===== config.mk =====
export PLATFORM = sky130hd
export DESIGN_NAME = srti_cell
export DESIGN_NICKNAME = d
export VERILOG_FILES = /design/src/rtl/srti_pkg.sv /design/src/rtl/srti_cell.sv
export SDC_FILE = /design/constraint.sdc
export NUM_CORES = 1
export LEC_CHECK = 0
export ABC_CLOCK_PERIOD_IN_PS = 12200
export BUFFER_PORTS_ARGS = -buffer_cell sky130_fd_sc_hd__clkbuf_2
export CAP_MARGIN = 10
export CELL_PAD_IN_SITES_DETAIL_PLACEMENT = 1
export CELL_PAD_IN_SITES_GLOBAL_PLACEMENT = 2
export CORE_ASPECT_RATIO = 0.7
export CORE_UTILIZATION = 26
export CTS_CLUSTER_SIZE = 10
export DETAILED_ROUTE_END_ITERATION = 8
export HOLD_SLACK_MARGIN = 0.08
export MAX_ROUTING_LAYER = met4
export PLACE_DENSITY_LB_ADDON = 0.1
export SYNTH_ARGS = -nofsm -noshare
export SYNTH_HDL_FRONTEND = slang
export SYNTH_SLANG_ARGS = --single-unit

===== constraint.sdc =====
create_clock -name clk -period 12.2 [get_ports clk]
set_input_delay 1.83 -clock clk [delete_from_list [all_inputs] [get_ports clk]]
set_output_delay 1.83 -clock clk [all_outputs]
set_load 0.01 [all_outputs]

===== src/rtl/srti_pkg.sv =====
// Shared types, codes and constants of the sorted record table insert unit.
package srti_pkg;

  // Default table depth
  localparam int DEPTH_DEF = 64;

  // Fixed field widths
  localparam int KEY_W    = 32;
  localparam int ID_W     = 32;
  localparam int MONTHS_W = 12;
  localparam int RD_IDX_W = 6;
  localparam int STATUS_W = 2;
  localparam int POS_W    = 6;
  localparam int COUNT_W  = 7;

  // Request types
  localparam logic REQ_INSERT = 1'b0;
  localparam logic REQ_READ   = 1'b1;

  // Result status codes
  localparam logic [STATUS_W-1:0] ST_OK         = 2'd0;
  localparam logic [STATUS_W-1:0] ST_DUPLICATE  = 2'd1;
  localparam logic [STATUS_W-1:0] ST_FULL       = 2'd2;
  localparam logic [STATUS_W-1:0] ST_NOT_FILLED = 2'd3;

  // Input transaction
  typedef struct packed {
    logic                       req_type;
    logic signed [ID_W-1:0]     rec_id;
    logic        [KEY_W-1:0]    budget;
    logic        [MONTHS_W-1:0] months;
    logic        [RD_IDX_W-1:0] read_index;
  } in_t;

  // Result transaction
  typedef struct packed {
    logic        [STATUS_W-1:0] status;
    logic        [POS_W-1:0]    position;
    logic        [COUNT_W-1:0]  entry_count;
    logic signed [ID_W-1:0]     out_id;
    logic        [KEY_W-1:0]    out_budget;
    logic        [MONTHS_W-1:0] out_months;
  } out_t;

  // One stored record
  typedef struct packed {
    logic [KEY_W-1:0]    key;
    logic [ID_W-1:0]     id;
    logic [MONTHS_W-1:0] months;
  } rec_t;

  // Control broadcast to every cell
  typedef struct packed {
    logic eval;    // compare stored record against the incoming transaction
    logic commit;  // apply the insert shift
  } ctl_t;

  // Per-cell compare results
  typedef struct packed {
    logic stay;      // valid and key >= new budget: record keeps its place
    logic take_new;  // first cell that does not stay: new record lands here
    logic dup;       // valid and id matches
    logic hit;       // valid and this cell is the read index
  } flag_t;

endpackage


===== src/rtl/srti_cell.sv =====
// One table cell: holds a record, compares it and shifts it to its neighbor.
module srti_cell #(
  parameter int CELL_IDX = 0
) (
  input  logic            clk,
  input  logic            rst_n,
  input  srti_pkg::ctl_t  ctl,
  input  srti_pkg::in_t   req,
  input  srti_pkg::rec_t  new_rec,
  input  srti_pkg::rec_t  prev_rec,
  input  logic            prev_valid,
  input  logic            prev_stay,
  output srti_pkg::rec_t  rec,
  output logic            valid,
  output srti_pkg::flag_t flags
);

  srti_pkg::rec_t rec_r;
  srti_pkg::rec_t rec_nxt;
  logic           valid_r;
  logic           valid_nxt;
  logic           stay_r;
  logic           dup_r;
  logic           hit_r;
  logic           take_new;
  logic           is_read_pos;

  assign take_new    = !stay_r && prev_stay;
  assign is_read_pos = (CELL_IDX < (1 << srti_pkg::RD_IDX_W)) &&
                       (req.read_index == srti_pkg::RD_IDX_W'(CELL_IDX));

  // Pick the next record: keep, take the new one, or take the upper neighbor's
  always_comb begin
    rec_nxt   = rec_r;
    valid_nxt = valid_r;
    if (ctl.commit && !stay_r) begin
      if (take_new) begin
        rec_nxt   = new_rec;
        valid_nxt = 1'b1;
      end else begin
        rec_nxt   = prev_rec;
        valid_nxt = prev_valid;
      end
    end
  end

  // Control: valid bit and compare flags
  always_ff @(posedge clk) begin
    if (!rst_n) begin
      valid_r <= 1'b0;
      stay_r  <= 1'b0;
      dup_r   <= 1'b0;
      hit_r   <= 1'b0;
    end else begin
      valid_r <= valid_nxt;
      if (ctl.eval) begin
        stay_r <= valid_r && (rec_r.key >= req.budget);
        dup_r  <= valid_r && (rec_r.id == req.rec_id);
        hit_r  <= valid_r && is_read_pos;
      end
    end
  end

  // Payload: record storage
  always_ff @(posedge clk) begin
    rec_r <= rec_nxt;
  end

  assign rec            = rec_r;
  assign valid          = valid_r;
  assign flags.stay     = stay_r;
  assign flags.take_new = take_new;
  assign flags.dup      = dup_r;
  assign flags.hit      = hit_r;

endmodule


After elaboration in Yosys (flattened, before gate mapping)
Cells that the tools add are included.
{"block": "word_totals", "inputBits": 241, "out_inout_bits": 81, "register_bits": 80, "wordCells": 18}
{"block": "op_classes", "eq_ne": 1, "n_lt_le_gt_ge": 1, "n_mux": 2, "n_reduce_logical": 7}
{"cell": "$mux W76", "n": 1}
{"cell": "$eq A32 B32 Y1", "n": 1}
{"cell": "$ge A32 B32 Y1", "n": 1}
{"cell": "$logic_not A6 Y1", "n": 1}
{"cell": "$logic_and A1 B1 Y1", "n": 5}
{"cell": "$logic_not A1 Y1", "n": 1}
{"cell": "$mux W1", "n": 1}

Depth between registers and ports, before layout
{"block": "logic_depth", "ltp_word": 3, "depth_mapped": 7, "depth_no_buf": 7}

Worst setup path after synthesis
OpenSTA, ideal clock, no wires.
{"block": "synth_path", "kind": "in2reg", "from": "in ctl[0] (netlist name)", "to": "reg rec_r (netlist bit rec[0]), enable pin", "slack_ns": 6.459, "setup_ns": 0.523, "n_path_buf": 0, "path_stages": 1, "arrival_ns": 5.218, "required_ns": 11.677, "cell_sequence": "nor2b_1"}
{"block": "synth_via", "elab_chain_len": 1}
{"element": "start: declaration", "line": "srti_cell.sv:7", "text": "input srti_pkg::ctl_t ctl,"}
{"element": "$logic_and A1 B1 Y1", "line": "srti_cell.sv:36", "text": "if (ctl.commit && !stay_r) begin"}
{"element": "end signal: assignment", "line": "srti_cell.sv:66", "text": "rec_r <= rec_nxt;"}
{"element": "end: declaration", "line": "srti_cell.sv:18", "text": "srti_pkg::rec_t rec_r;"}
Every way passes these cells.
A chain may end at the register's enable or synchronous reset.

==> out/results.ini <==
[finish]
fillers=2001
antenna_cells=0
postLayoutCoreUtil_pct=38.68
design_area_um2=6660
drive_gt1_share_pct=52.22
nets=921
layout.cells.most_common_list=308 x clkbuf_2, 76 x edfxtp_1, 68 x mux2_1
area_growth_pct=44.92
multiInputGateArea_um2=2034
layout_commonest_cell=clkbuf_2
regArea_um2=2362
finalNonFillerCells=884

[synth]
async_flop_share_pct=0
ys.flop_type=edfxtp_1
syn_inst=340
yosysWarnings=0
yosysTopAreaCellShare_pct=49.66
netlist.top_cell.by_area=edfxtp_1
seq_area_frac_synth_pct=51.40
synthDistinctLibCells=39
synth_edf_count=76
synth_seq_cells=80
synth_area_um2=4596
syn_area_per_cell_um2=13.52
ys_top_cells_by_area=edfxtp_1 50%, mux2_1 17%, ha_1 8.7%
synth_nets=613

[die]
start_util_pct=26.69
rows=40
core_um2=17220
die_x_um=160.9
io_pins=322
dieArea_um2=18220
fp.dieH_um=113.2

[placed_design]
gp_congestion=0.7772
numPlacedInstances=868
place_hpwl_um=11580
placedInstanceArea_um2=6362
port_buffers=308
pre_cts_slack_ns=8.139

[sta]
setup_violations=0
max_freq_ghz=0.2467
worstMarginPinSlew_ns=1.036
worst_slack_ns=8.147
relSlewSlack_pct=30.95
finalSetupTns_ns=0
hold_violations=0
rsz0062_at_grt=false
slew_viol_final=0
period_minus_slack_ns=4.053
worst_hold_slack_ns=0.4917
min_period_over_period_pct=33.22
skew_ns=0.005285

[outcome]
status=finished, final reports clean

[cts]
cts_tree=built
post_cts.repair.setup_buffers=0
htreeDepth=3
numCtsBuffers=9
ctsResizeCount=0
cts.clk_slew.worst_paths_ns=0.06
clockRootBuffer=clkbuf_16
clock-sinks=80
ctsHoldBuffers=0
clock_path_buffers=2
clk_latency_ns=0.34

[job]
maxCapViolations=0

[power_and_ir_drop]
p_total_uw=757.1
power_density_nw_per_um2=113.7
p_leak_nw=3.205
peakVddDrop_v=0.00004561

[global_route]
grt-ovfl-total=0
grt_max_degree=77
antenna_found_initial=0
grt_pass1_vias=4070
grt_first_pass_wirelength_um=20850
grt_usage_pct=15.59

[detailed_routing]
vias=3771
routed_wl_um=14040
drt_iter0_markers=124
antenna_left=0
avgViaCountPerCell=4.266
drc=0
first_pass_iters=4
wl_per_cell_um=15.88

[critical_path]
worstSetupPathType=in -> out
required_ns=10.37
path_max_fanout=2
arrival_ns=2.22
endpoint_kind=output port
cp-start-kind=input port

[worst_hold_path]
hold_path_class=reg -> reg

## sequential cells by signal (all words and copies together) (netlist names)
signal / cells
stay_r: 1
hit_r: 1
rec: 76
valid: 1
dup_r: 1
## path summary, 6_finish.rpt
check,depth (start not counted),end,slack (ns),startpoint
hold reg to reg,2,hit_r$_SDFFE_PN0P_,0.49,hit_r$_SDFFE_PN0P_
setup / recovery,3,flags[2],8.15,prev_stay
setup reg to reg,2,rec[21]$_DFFE_PP_,10.00,stay_r$_SDFFE_PN0P_
hold / removal,2,hit_r$_SDFFE_PN0P_,0.49,hit_r$_SDFFE_PN0P_
## final cells by class
class                   count  share of cell area [%]
clock buffers               9                   3.382
clock inverters             7                   1.090
inverters                  32                   1.803
multi-input cells         215                   30.55
flip-flops and latches     80                   35.47
well taps                 231                   4.340
repair buffers            310                   23.37
## cell usage after synthesis, types with 6 or more instances
library cell,n
a21oi_1,11
nand4_1,6
nor4_1,8
xor2_1,31
inv_1,32
mux2_1,68
mux2_2,8
nand2_1,8
edfxtp_1,76
buf_2,6
ha_1,32
## routing by layer
metal	global-route usage [%]	part of all wire, %	wire length [um]	vias up
met5	-	0	0	-
met4	3.836	0.94	132	0
met3	5.095	7.6	1073	12
met2	26.32	49	6923	147
met1	17.88	42	5910	1746
li1	-	-	-	1866
## power by group
| group | internal, mW | total, mW | switching (mW) |
|---|---|---|---|
| logic | 0.0736 | 0.144 | 0.0700 |
| clock network | 0.159 | 0.274 | 0.115 |
| registers | 0.327 | 0.340 | 0.0124 |
| total | 0.560 | 0.757 | 0.197 |
## cell families (layout without fill, tap and decap cells)
logic type	after synthesis	count (layout)	synth area share (%)
AO/OA/AOI/OAI	29	29	4.193
XOR/XNOR	32	32	6.099
adder cells (fa/ha/maj)	32	32	8.712
buffers and inverters	45	358	4.656
flip-flops	80	80	51.40
multiplexers	76	76	18.62
AND/OR/NAND/NOR	46	46	6.316
## worst max-delay path, cell delays in order
cell and delay, ns:
clkbuf_2 0.09, nor2b_4 0.16, clkbuf_2 0.14
Note: power is estimated with default switching activity, not from simulation.
